===== config.mk =====
export PLATFORM = sky130hd
export DESIGN_NAME = plwu_cordic_cell
export DESIGN_NICKNAME = d
export VERILOG_FILES = /design/src/rtl/core/plwu_pkg.sv /design/src/rtl/core/plwu_cordic_cell.sv
export SDC_FILE = /design/constraint.sdc
export NUM_CORES = 1
export LEC_CHECK = 0
export BUFFER_PORTS_ARGS = -buffer_cell sky130_fd_sc_hd__buf_2
export CORE_ASPECT_RATIO = 0.75
export CORE_UTILIZATION = 45
export CTS_CLUSTER_SIZE = 16
export DETAILED_ROUTE_END_ITERATION = 6
export PLACE_DENSITY = 0.75
export SETUP_SLACK_MARGIN = 0.05
export SYNTH_ARGS = -nofsm -noshare
export SYNTH_HDL_FRONTEND = slang
export SYNTH_SLANG_ARGS = --single-unit

===== constraint.sdc =====
create_clock -name clk -period 4.7 [get_ports clk]
set_clock_uncertainty 0.05 [all_clocks]
set_input_delay 0.705 -clock clk [delete_from_list [all_inputs] [get_ports clk]]
set_output_delay 0.705 -clock clk [all_outputs]
set_load 0.02 [all_outputs]

===== src/rtl/core/plwu_pkg.sv =====
// ----------------------------------------------------------------------------
// plwu_pkg
// Shared types, constants and tables of the landmark weight update block.
// ----------------------------------------------------------------------------
`default_nettype none

package plwu_pkg;

  localparam int unsigned CORDIC_STAGES = 16;
  localparam int unsigned CW_BITS       = 34;

  localparam logic [31:0] ONE_Q24   = 32'd16777216;
  localparam logic [30:0] ONE_Q30   = 31'd1073741824;
  localparam logic [30:0] EXP_CAP   = 31'd1073741824;
  localparam logic [23:0] LN2_Q24   = 24'd11629080;
  localparam logic [8:0]  RECIP_LN2 = 9'd369;
  localparam logic signed [CW_BITS-1:0] CORDIC_K = 34'sd652032874;

  localparam logic [2:0] REG_GATE_RANGE     = 3'd0;
  localparam logic [2:0] REG_INV_TWO_VAR_X  = 3'd1;
  localparam logic [2:0] REG_INV_TWO_VAR_Y  = 3'd2;
  localparam logic [2:0] REG_NORM_FACTOR    = 3'd3;
  localparam logic [2:0] REG_LANDMARK_COUNT = 3'd4;

  localparam logic CMD_LOAD    = 1'b0;
  localparam logic CMD_OBSERVE = 1'b1;

  typedef struct packed {
    logic               cmd;
    logic [5:0]         slot;
    logic [15:0]        landmark_id;
    logic signed [31:0] landmark_x;
    logic signed [31:0] landmark_y;
    logic signed [31:0] particle_x;
    logic signed [31:0] particle_y;
    logic [15:0]        particle_heading;
    logic signed [31:0] obs_x;
    logic signed [31:0] obs_y;
    logic               first_observation;
  } plwu_in_t;

  typedef struct packed {
    logic signed [31:0] map_x;
    logic signed [31:0] map_y;
    logic [15:0]        matched_id;
    logic               found;
    logic [31:0]        obs_likelihood;
    logic [31:0]        particle_weight;
  } plwu_out_t;

  typedef struct packed {
    logic [15:0]        id;
    logic signed [31:0] x;
    logic signed [31:0] y;
  } lm_entry_t;

  typedef struct packed {
    logic        found;
    logic [15:0] id;
    logic [63:0] sqx;
    logic [63:0] sqy;
  } plwu_match_t;

  function automatic logic [31:0] atan_turn(input int unsigned i);
    logic [31:0] r;
    case (i)
      0:  r = 32'h20000000;
      1:  r = 32'h12E4051E;
      2:  r = 32'h09FB385B;
      3:  r = 32'h051111D4;
      4:  r = 32'h028B0D43;
      5:  r = 32'h0145D7E1;
      6:  r = 32'h00A2F61E;
      7:  r = 32'h00517C55;
      8:  r = 32'h0028BE53;
      9:  r = 32'h00145F2F;
      10: r = 32'h000A2F98;
      11: r = 32'h000517CC;
      12: r = 32'h00028BE6;
      13: r = 32'h000145F3;
      14: r = 32'h0000A2F9;
      15: r = 32'h0000517D;
      default: r = 32'h0;
    endcase
    return r;
  endfunction

  // floor(2^32 / n) for the Horner divisors
  function automatic logic [32:0] recip_n(input logic [3:0] n);
    logic [32:0] r;
    case (n)
      4'd1: r = 33'h100000000;
      4'd2: r = 33'h080000000;
      4'd3: r = 33'd1431655765;
      4'd4: r = 33'h040000000;
      4'd5: r = 33'd858993459;
      4'd6: r = 33'd715827882;
      4'd7: r = 33'd613566756;
      4'd8: r = 33'h020000000;
      default: r = 33'd0;
    endcase
    return r;
  endfunction

endpackage

`default_nettype wire


===== src/rtl/core/plwu_cordic_cell.sv =====
// ----------------------------------------------------------------------------
// plwu_cordic_cell
// One rotation stage of the heading CORDIC chain, registered.
// ----------------------------------------------------------------------------
`default_nettype none

module plwu_cordic_cell
  import plwu_pkg::*;
#(
  parameter int unsigned STAGE = 0
) (
  input  wire logic                      clk,
  input  wire logic                      rst,
  input  wire logic                      in_valid,
  input  wire logic signed [CW_BITS-1:0] in_x,
  input  wire logic signed [CW_BITS-1:0] in_y,
  input  wire logic signed [CW_BITS-1:0] in_z,
  output logic                           out_valid,
  output logic signed [CW_BITS-1:0]      out_x,
  output logic signed [CW_BITS-1:0]      out_y,
  output logic signed [CW_BITS-1:0]      out_z
);

  localparam logic signed [CW_BITS-1:0] ANGLE = CW_BITS'(atan_turn(STAGE));

  logic signed [CW_BITS-1:0] xs, ys;

  assign xs = in_x >>> STAGE;
  assign ys = in_y >>> STAGE;

  always_ff @(posedge clk) begin
    if (rst) begin
      out_valid <= 1'b0;
    end else begin
      out_valid <= in_valid;
    end
  end

  always_ff @(posedge clk) begin
    if (!in_z[CW_BITS-1]) begin
      out_x <= in_x - ys;
      out_y <= in_y + xs;
      out_z <= in_z - ANGLE;
    end else begin
      out_x <= in_x + ys;
      out_y <= in_y - xs;
      out_z <= in_z + ANGLE;
    end
  end

endmodule

`default_nettype wire


-- Yosys cells after proc, flatten, opt, wreduce, memory -nomap -nowiden
Cells that the tools add are included.
- add/subtract/negate cells: 5
- mux-type cells: 3
- operator list (kind ; number):
    $mux 34 ; 3
    $sub 34x34->34 ; 2
    $add 34x31->34 const B ; 1
    $add 34x34->34 ; 1
    $sub 34x31->34 const B ; 1
- bits in registers: 103
- input port bits: 105
- output and inout port bits: 103
- logic and storage cells: 12

-- Longest topological paths before layout
Gate-level depths: netlist (run 1).
- depth in word-level cells: 2
- gate-level depth with buffers: 13
- mapped depth without buffers: 12

-- Worst setup path before layout (run 1)
No wires, ideal clock.
- kind: input to register
- from: input port in_x[0]
- to: register out_y[26]
- library setup time: 130 ps
- arrival: 2955 ps
- data required time: 4520 ps
- setup slack: 1565 ps
- cell stages on the path: 11
- path buffers: 0
- path through: ha_1 > fa_1 > nor2b_1 > o21ai_0 > a31oi_1 > o211ai_1 > nor3b_1 > o21ai_0 > a311oi_1 > o21ai_0 > xnor2_1
- cells in the longest elaborated chain, start to end: 2
- ends and longest elaborated chain (element ; line ; text):
    start, declared ; plwu_cordic_cell.sv:15 ; input wire logic signed [CW_BITS-1:0] in_x,
    $add 34x34->34 or $sub 34x34->34 (tied branches) ; plwu_cordic_cell.sv:42, plwu_cordic_cell.sv:46 ;
    $mux 34 (*) ; plwu_cordic_cell.sv:40 ; if (!in_z[CW_BITS-1]) begin
    end signal, assigned ; plwu_cordic_cell.sv:42 ; out_y <= in_y + xs;
    end signal, assigned ; plwu_cordic_cell.sv:46 ; out_y <= in_y - xs;
    end, declared ; plwu_cordic_cell.sv:20 ; output logic signed [CW_BITS-1:0] out_y,
Mark *: on every way between the ends. The rest lies on a longest branch, timed or not.
A chain may end at the register's enable or synchronous reset.

-- Worst setup path in the final report (run 1)
- from: input port in_x[0]
- to: register out_y[32]
Same word-level chain as after synthesis.

==> results of run 1 <==
-- synthesized netlist by cell type (7+ instances only) --
cell type    n  share of area (%)
o21a_1      13                1.2
inv_1      101                4.8
ha_1       103                 16
xor2_1       7               0.77
nand2b_1     9               0.71
nand2_1     53                2.5
nand3_1     13               0.82
nor2b_1      8               0.63
dfxtp_1    102                 26
a31oi_1     15                1.2
mux2i_1     11                1.4
o211ai_1     9               0.85
a211oi_1    17                1.6
o21bai_1    24                2.3
buf_2       10               0.63
nor2_1      64                3.0
nand4_1     16                1.3
o31ai_1     15                1.4
a21oi_1    120                7.5
o21ai_0     74                4.6
clkbuf_1    27                1.3
a21o_1      21                2.0
nor3_1      27                1.7
buf_1        8               0.38
xnor2_1     60                6.6
-- how the worst min path moves through the flow --
| stage | start | to | slack [ns] | depth (start not counted) |
|---|---|---|---|---|
| after global placement | in_z[11] | out_z[11]$_DFF_P_ | 0.76 | 1 |
| final | in_z[10] | out_z[10]$_DFF_P_ | 0.40 | 1 |
| after detailed placement | in_z[5] | out_z[5]$_DFF_P_ | 0.76 | 1 |
| after CTS | in_z[10] | out_z[10]$_DFF_P_ | 0.39 | 1 |
| after global routing | in_z[14] | out_z[14]$_DFF_P_ | 0.38 | 1 |
| after floorplan | in_z[0] | out_z[0]$_DFF_P_ | 0.68 | 0 |
-- power groups by stage --
stage	registers (mW)	logic, mW	clock network (mW)
after floorplan	1.29	0.627	0
after global placement	1.08	1.24	0
after detailed placement	1.09	1.24	0
after CTS	1.07	1.25	0.743
after global routing	1.08	1.37	0.778
final	1.06	1.27	0.724
-- critical path, stage by stage --
cell	delay (ns)
buf_2	0.11
ha_1	0.22
fa_1	0.42
nor2b_1	0.16
o21ai_0	0.32
a31oi_1	0.22
o211ai_1	0.21
nor3b_1	0.53
a21oi_1	0.25
a41oi_1	0.42
o21ai_1	0.14
xnor2_1	0.18
-- per-stage QoR --
stage | hold WS (ns) | cells | utilization (%) | cell area [um2]
after floorplan | 0.683 | 1011 | - | 7980
after global placement | 0.757 | 1412 | 53.6 | 9150
after detailed placement | 0.759 | 1412 | 53.6 | 9150
after CTS | 0.391 | 1428 | 55.2 | 9430
after global routing | 0.384 | 1428 | 55.2 | 9430
final | 0.396 | 1428 | 55.2 | 9430
-- registers in the layout, summed over array words and instances (netlist names) --
| name | count |
|---|---|
| out_valid | 1 |
| out_y | 33 |
| out_z | 34 |
| out_x | 34 |
-- kinds of logic after synthesis --
logic type	count (synthesis)	share of synthesized area [%]
multiplexers	13	1.66
flip-flops	102	25.6
AO/OA/AOI/OAI	355	28.0
AND/OR/NAND/NOR	214	12.7
buffers and inverters	153	7.45
adder cells (fa/ha/maj)	107	17.2
XOR/XNOR	67	7.36
-- per-layer routing --
layer	part of all wire, %	track usage, %
met1	47	39.0
met2	42	41.2
met3	9.2	5.17
met4	1.9	6.99
met5	0	0
-- cell type report --
cell class | count | area, um2 | area share (%)
Clock buffer | 10 | 229 | 2.43
Clock inverter | 6 | 52.6 | 0.557
Inverter | 106 | 398 | 4.22
Multi-Input combinational cell | 756 | 5340 | 56.6
Sequential cell | 102 | 2040 | 21.7
Tap cell | 236 | 295 | 3.13
Timing Repair Buffer | 212 | 1070 | 11.4
==> flow_summary.json, run 1 <==
{
  "cts_root_buf": "clkbuf_16",
  "dp_hpwl_um": 19800,
  "wl_per_cell_um": 17.6,
  "initial_utilization_pct": 46.7,
  "portBuffers": 207,
  "ant_nets": 0,
  "grt_pass1_vias": 7413,
  "grt_max_degree": 95,
  "syn-instance-count": 1011,
  "required_ns": 4.88,
  "seq_area_frac_synth_pct": 25.6,
  "synth.net_count": 1223,
  "cts.htree.levels": 3,
  "drc": 1,
  "die_w_um": 156,
  "power_density_nw_per_um2": 324,
  "period_needed_ns": 3.70,
  "crit_start": "in_x[0]",
  "synthesis.area_um2": 7980,
  "nets": 1399,
  "synthArstFlopShare_pct": 0,
  "grt-ovfl-total": 0,
  "ys_ff_latch": 102,
  "clkPwrFrac_pct": 23.7,
  "combPwrFrac_pct": 41.5,
  "coreArea_um2": 17100,
  "vias": 8081,
  "fill_cells": 1665,
  "gp_congestion": 0.964,
  "synth_edf_count": 0,
  "layout_common_cells": "buf_2 (207), a21oi_1 (120), ha_1 (103)",
  "outcome": "finished, violations left",
  "cts_setup_buffers": 0,
  "drt_iter0_drc": 824,
  "ir_drop_mv": 0.162,
  "track_usage_pct": 27.1,
  "cap_violations": 0,
  "final.setup.worst_slack_ns": 0.999,
  "setup_viol": 0,
  "critPathCaptureType": "register",
  "layout_commonest_cell": "buf_2",
  "path_max_fanout": 4,
  "layout-drive-gt1-share_pct": 20.2,
  "ys_types": 65,
  "worstPathArrival_ns": 3.88,
  "num_antenna_cells": 0,
  "share_seq_of_total_power_pct": 34.8,
  "fp.dieH_um": 117,
  "power.leakage_nw": 4.49,
  "antenna_found_initial": 0,
  "worst_slew_pin_slew_ns": 0.935,
  "io_pins": 208,
  "slew_headroom_pct": 36.9,
  "crit_end": "out_y[32]$_DFF_P_",
  "synth_area_per_cell_um2": 7.89,
  "critPathLaunchType": "input pin",
  "violations": "design-rule violations",
  "preCtsSetupSlack_ns": 0.811,
  "p_sw_share_pct": 39.9,
  "grt_pass1_wl_um": 39200,
  "drv_slew": 0,
  "rows": 41,
  "synth_warnings": 0,
  "via_per_inst": 5.66,
  "cts_num_sinks": 102,
  "rsz0062_at_grt": "no",
  "cts_buffers": 9,
  "first_pass_iters": 7,
  "fin_crit_sh_pct": 78.7,
  "cts_tree": "built",
  "finalHoldViolCount": 0,
  "path_clk_slew_ns": 0.07,
  "p_total_mw": 3.06,
  "setup_tns_ns": 0,
  "fmax_mhz": 270,
  "drt_wl_total_um": 25100,
  "clockBufferDepth": 2,
  "synthFlopType": "dfxtp_1",
  "hp-class": "in2reg",
  "p_int_mw": 1.84,
  "area_delta_synth_final_pct": 18.2,
  "die-area_um2": 18300,
  "cts_repair_resize_count": 0,
  "switching_power_mw": 1.22,
  "postCtsHoldBufs": 0,
  "path_class": "in2reg"
}
(Power assumes the default switching activity.)
==> run 2, diff against run 1 <==
--- a/config.mk
+++ b/config.mk
@@ -10,7 +10,7 @@
 export CORE_UTILIZATION = 45
 export CTS_CLUSTER_SIZE = 16
 export DETAILED_ROUTE_END_ITERATION = 6
-export PLACE_DENSITY = 0.75
+export PLACE_DENSITY = 0.77
 export SETUP_SLACK_MARGIN = 0.05
 export SYNTH_ARGS = -nofsm -noshare
 export SYNTH_HDL_FRONTEND = slang
==> constraint.sdc (replaced) <==
create_clock -name clk -period 3.2 [get_ports clk]
set_clock_uncertainty 0.05 [all_clocks]
set_input_delay 0.48 -clock clk [delete_from_list [all_inputs] [get_ports clk]]
set_output_delay 0.48 -clock clk [all_outputs]
set_load 0.02 [all_outputs]
==> flow_summary.json, run 2 (synthesis gave the netlist of run 1 again) <==
{
  "outcome": "completed",
  "slowest_stage": "fa_1",
  "fin_crit_sh_pct": 95.8,
  "first_pass_iters": 6,
  "crit_start": "in_x[0]",
  "fp.dieH_um": 117,
  "gp_congestion": 0.969,
  "post-route-util_pct": 62.3,
  "grt_pass1_wl_um": 41200,
  "fill_cells": 1545,
  "power.leakage_nw": 5.26,
  "antenna_found_initial": 0,
  "layout_common_cells": "buf_2 (207), buf_4 (161), a21oi_1 (119)",
  "setup_viol": 0,
  "post_dp_cell_area_um2": 10300,
  "drv_slew": 0,
  "layout_commonest_cell": "buf_2",
  "fin_area_um2": 10700,
  "wl_per_cell_um": 17.1,
  "vias": 8707,
  "cts_repair_resize_count": 0,
  "portBuffers": 207,
  "path_clk_slew_ns": 0.08,
  "worstPathArrival_ns": 3.25,
  "die-area_um2": 18300,
  "hold_start": "in_z[8]",
  "io_pins": 208,
  "cts_root_buf": "clkbuf_16",
  "cts_setup_buffers": 0,
  "grt-ovfl-total": 0,
  "cts_buffers": 9,
  "drt_wl_total_um": 27000,
  "cpPeakStageDelay_ns": 0.41,
  "required_ns": 3.39,
  "grt_pass1_vias": 8084,
  "grt_max_degree": 46,
  "layout-drive-gt1-share_pct": 30.0,
  "cts.htree.levels": 3,
  "cp_common_cell": "buf_4",
  "cpLargestDelayFamily": "compound AO/OA/AOI/OAI gates",
  "cts_tree": "built",
  "cts_num_sinks": 102,
  "via_per_inst": 5.50,
  "top_regs": "out_x x34, out_z x34, out_y x33",
  "worstPathCellList": "buf_2 > buf_4 > ha_1 > fa_1 > nor2b_1 > o2111ai_1 > nand3_1 > buf_4 > nand3_1 > a41oi_2 > buf_4 > a21oi_1 > o211ai_1 > o21ai_0 > xnor2_1",
  "num_antenna_cells": 0,
  "cap_violations": 0,
  "critPathLaunchType": "input pin",
  "ant_nets": 0,
  "initial_utilization_pct": 46.7,
  "cp_num_buf_inv": 4,
  "rsz0062_at_grt": "no",
  "coreArea_um2": 17100,
  "dp_hpwl_um": 21800,
  "critPathCaptureType": "register",
  "drt_iter0_drc": 859,
  "drc": 0,
  "power_density_nw_per_um2": 451,
  "hp-class": "in2reg",
  "fmax_mhz": 326,
  "path_max_fanout": 3,
  "clockBufferDepth": 2,
  "die_w_um": 156,
  "finalHoldViolCount": 0,
  "path_class": "in2reg",
  "area_delta_synth_final_pct": 33.5,
  "period_needed_ns": 3.06,
  "nets": 1555,
  "ir_drop_mv": 0.346,
  "worst_slew_pin_slew_ns": 0.549,
  "rows": 41,
  "slew_headroom_pct": 62.9,
  "track_usage_pct": 28.5,
  "postCtsHoldBufs": 0
}
run 2: changes by cell type in the layout (fill, tap and decap cells not counted), sizes merged:
| cell | previous run | this run |
|---|---|---|
| clkinvlp | 2 | 1 |
| clkbuf | 10 | 9 |
| buf | 212 | 368 |
| inv | 104 | 106 |
run 2: power breakdown:
part	total (mW)	switching, mW	internal [mW]	leakage, nW
Clock	1.12	0.569	0.550	0.142
Sequential	1.57	0.0667	1.50	0.861
Combinational	2.12	1.26	0.854	4.25
run 2: final timing paths:
| check | slack [ns] | end | cells past startpoint |
|---|---|---|---|
| worst max-delay path | 0.14 | out_y[30]$_DFF_P_ | 15 |
| worst min-delay path | 0.17 | out_z[8]$_DFF_P_ | 1 |
run 2: routing by layer:
metal	global-route usage, %	wire [um]	part of all wire [%]
met1	40.7	12500	46
met2	44.5	11800	44
met3	4.77	2300	8.5
met4	6.19	336	1.2
met5	0	0	0
run 2: area by class of cell:
type | count | area (um2) | area share (%)
Inverter | 106 | 398 | 3.74
Sequential cell | 102 | 2040 | 19.2
Multi-Input combinational cell | 756 | 5380 | 50.5
Clock buffer | 9 | 225 | 2.11
Timing Repair Buffer | 368 | 2240 | 21.1
Tap cell | 236 | 295 | 2.77
Clock inverter | 7 | 63.8 | 0.599
run 2: stage by stage:
stage                     hold slack (ns)  setup slack, ns  total power [mW]  cells  TNS, ns
after floorplan                     0.458            0.290              2.81   1011        0
after global placement              0.532           -0.112              3.63   1568   -0.776
after detailed placement            0.535           -0.174              3.66   1568    -1.25
after CTS                           0.161            0.176              4.78   1584        0
after global routing                0.152           0.0508              5.05   1584        0
final                               0.165            0.135              4.80   1584        0
==> run 3, diff against run 2 <==
--- a/config.mk
+++ b/config.mk
@@ -5,12 +5,13 @@
 export SDC_FILE = /design/constraint.sdc
 export NUM_CORES = 1
 export LEC_CHECK = 0
+export ABC_AREA = 1
 export BUFFER_PORTS_ARGS = -buffer_cell sky130_fd_sc_hd__buf_2
 export CORE_ASPECT_RATIO = 0.75
 export CORE_UTILIZATION = 45
 export CTS_CLUSTER_SIZE = 16
 export DETAILED_ROUTE_END_ITERATION = 6
-export PLACE_DENSITY = 0.77
+export PLACE_DENSITY = 0.76
 export SETUP_SLACK_MARGIN = 0.05
 export SYNTH_ARGS = -nofsm -noshare
 export SYNTH_HDL_FRONTEND = slang
==> flow_summary.json, run 3 <==
{
  "syn-instance-count": 1603,
  "fin_area_um2": 11200,
  "holdWs_ns": 0.168,
  "worst_slew_pin_slew_ns": 0.742,
  "drt_iter0_drc": 1060,
  "coreArea_um2": 21200,
  "clockBufferDepth": 2,
  "layout-drive-gt1-share_pct": 15.4,
  "top_regs": "out_x x34, out_z x34, out_y x33",
  "grt_pass1_wl_um": 53000,
  "synth.net_count": 1815,
  "power.leakage_nw": 6.24,
  "slew_headroom_pct": 50.5,
  "critPathCaptureType": "register",
  "nets": 1991,
  "cts_root_buf": "clkbuf_16",
  "synth_warnings": 0,
  "path_max_fanout": 10,
  "netlist_top_cells_count": "nand2_1 (460), inv_1 (268), nand3_1 (164)",
  "rows": 46,
  "ir_drop_mv": 0.234,
  "cts_num_sinks": 102,
  "drt_wl_total_um": 35000,
  "via_per_inst": 5.29,
  "preCtsSetupSlack_ns": 0.472,
  "rsz0062_at_grt": "no",
  "setup_viol": 0,
  "setup_tns_ns": 0,
  "final.setup.worst_slack_ns": 0.763,
  "vias": 11000,
  "synth_edf_count": 0,
  "fill_cells": 2250,
  "antenna_found_initial": 0,
  "wl_per_cell_um": 16.9,
  "hp-class": "in2reg",
  "drc": 0,
  "crit_start": "in_x[13]",
  "gp_congestion": 0.947,
  "ys_ff_latch": 102,
  "postCtsHoldBufs": 0,
  "period_needed_ns": 2.44,
  "cts_setup_buffers": 0,
  "finalHoldViolCount": 0,
  "synthArstFlopShare_pct": 0,
  "first_pass_iters": 6,
  "outcome": "completed",
  "synthTopCellsByArea": "dfxtp_1 (21%), nand2_1 (18%), ha_1 (13%)",
  "seq_area_frac_synth_pct": 21.0,
  "cts_repair_resize_count": 0,
  "required_ns": 3.41,
  "grt_max_degree": 61,
  "path_clk_slew_ns": 0.08,
  "post-route-util_pct": 52.7,
  "ant_nets": 0,
  "path_class": "in2reg",
  "yosysTopAreaCell": "dfxtp_1",
  "die_w_um": 172,
  "grt_pass1_vias": 9817,
  "cts_buffers": 9,
  "portBuffers": 207,
  "cap_violations": 0,
  "initial_utilization_pct": 45.9,
  "ys_types": 46,
  "cts.htree.levels": 3,
  "io_pins": 208,
  "drv_slew": 0,
  "p_total_mw": 4.71,
  "synth_area_per_cell_um2": 6.07,
  "yosysTopAreaCellShare_pct": 21.0,
  "critPathLaunchType": "input pin",
  "dp.cells": 2056,
  "fp.dieH_um": 129,
  "hold_start": "in_z[11]",
  "dp_hpwl_um": 29400,
  "die-area_um2": 22200,
  "area_delta_synth_final_pct": 14.7,
  "synth_most_common_cell": "nand2_1",
  "synthFlopType": "dfxtp_1",
  "fin_crit_sh_pct": 76.1,
  "fmax_mhz": 410,
  "synthesis.area_um2": 9730,
  "worstPathArrival_ns": 2.65,
  "final_cells": 2072,
  "cts_tree": "built",
  "power_density_nw_per_um2": 422,
  "layout_common_cells": "nand2_1 (460), inv_1 (268), buf_2 (207)",
  "track_usage_pct": 31.4,
  "grt-ovfl-total": 0,
  "layout_commonest_cell": "nand2_1",
  "post_dp_cell_area_um2": 10900,
  "num_antenna_cells": 0
}
==> run 3: path summary, 6_finish.rpt <==
path	cells past startpoint	slack, ns	to
setup / recovery	12	0.76	out_x[30]$_DFF_P_
hold / removal	1	0.17	out_z[11]$_DFF_P_
==> run 3: area by class of cell <==
type / instances / area, um2 / area share (%)
timing repair buffer: 210 / 1070 / 9.60
clock inverter: 6 / 62.6 / 0.561
inverter: 271 / 1020 / 9.11
tap: 288 / 360 / 3.23
multi-input combinational: 1185 / 6370 / 57.1
clock buffer: 10 / 239 / 2.14
sequential: 102 / 2040 / 18.3
==> run 3: critical path, cell delays in order <==
cell and delay (ns):
buf_2 0.11, inv_1 0.05, ha_1 0.55, inv_1 0.22
a21oi_1 0.22, o21ai_0 0.19, nor2_1 0.23, nand2_1 0.17
nand2_1 0.13, nand3_1 0.10, nand3_1 0.12, nand2_1 0.06
==> run 3: cells by family after synthesis <==
kind of cell    after synthesis  synth area share [%]
fa+ha+maj                   107                  14.1
flops                       102                  21.0
compound gates              240                  13.5
buf+inv                     316                  13.6
simple gates                812                  35.5
xor+xnor                     25                  2.25
mux                           1                 0.103
==> run 3: metal layers <==
layer	vias up	GRT usage (%)	share of wire [%]
li1	5396	-	-
met1	4954	45.8	47
met2	573	47.4	41
met3	37	5.47	10
met4	0	7.60	1.8
met5	-	0	0
==> run 3: report_power, final <==
group / switching (mW) / internal, mW / total [mW]
clock: 0.594 / 0.574 / 1.17
sequential: 0.0569 / 1.45 / 1.51
combinational: 1.42 / 0.622 / 2.04
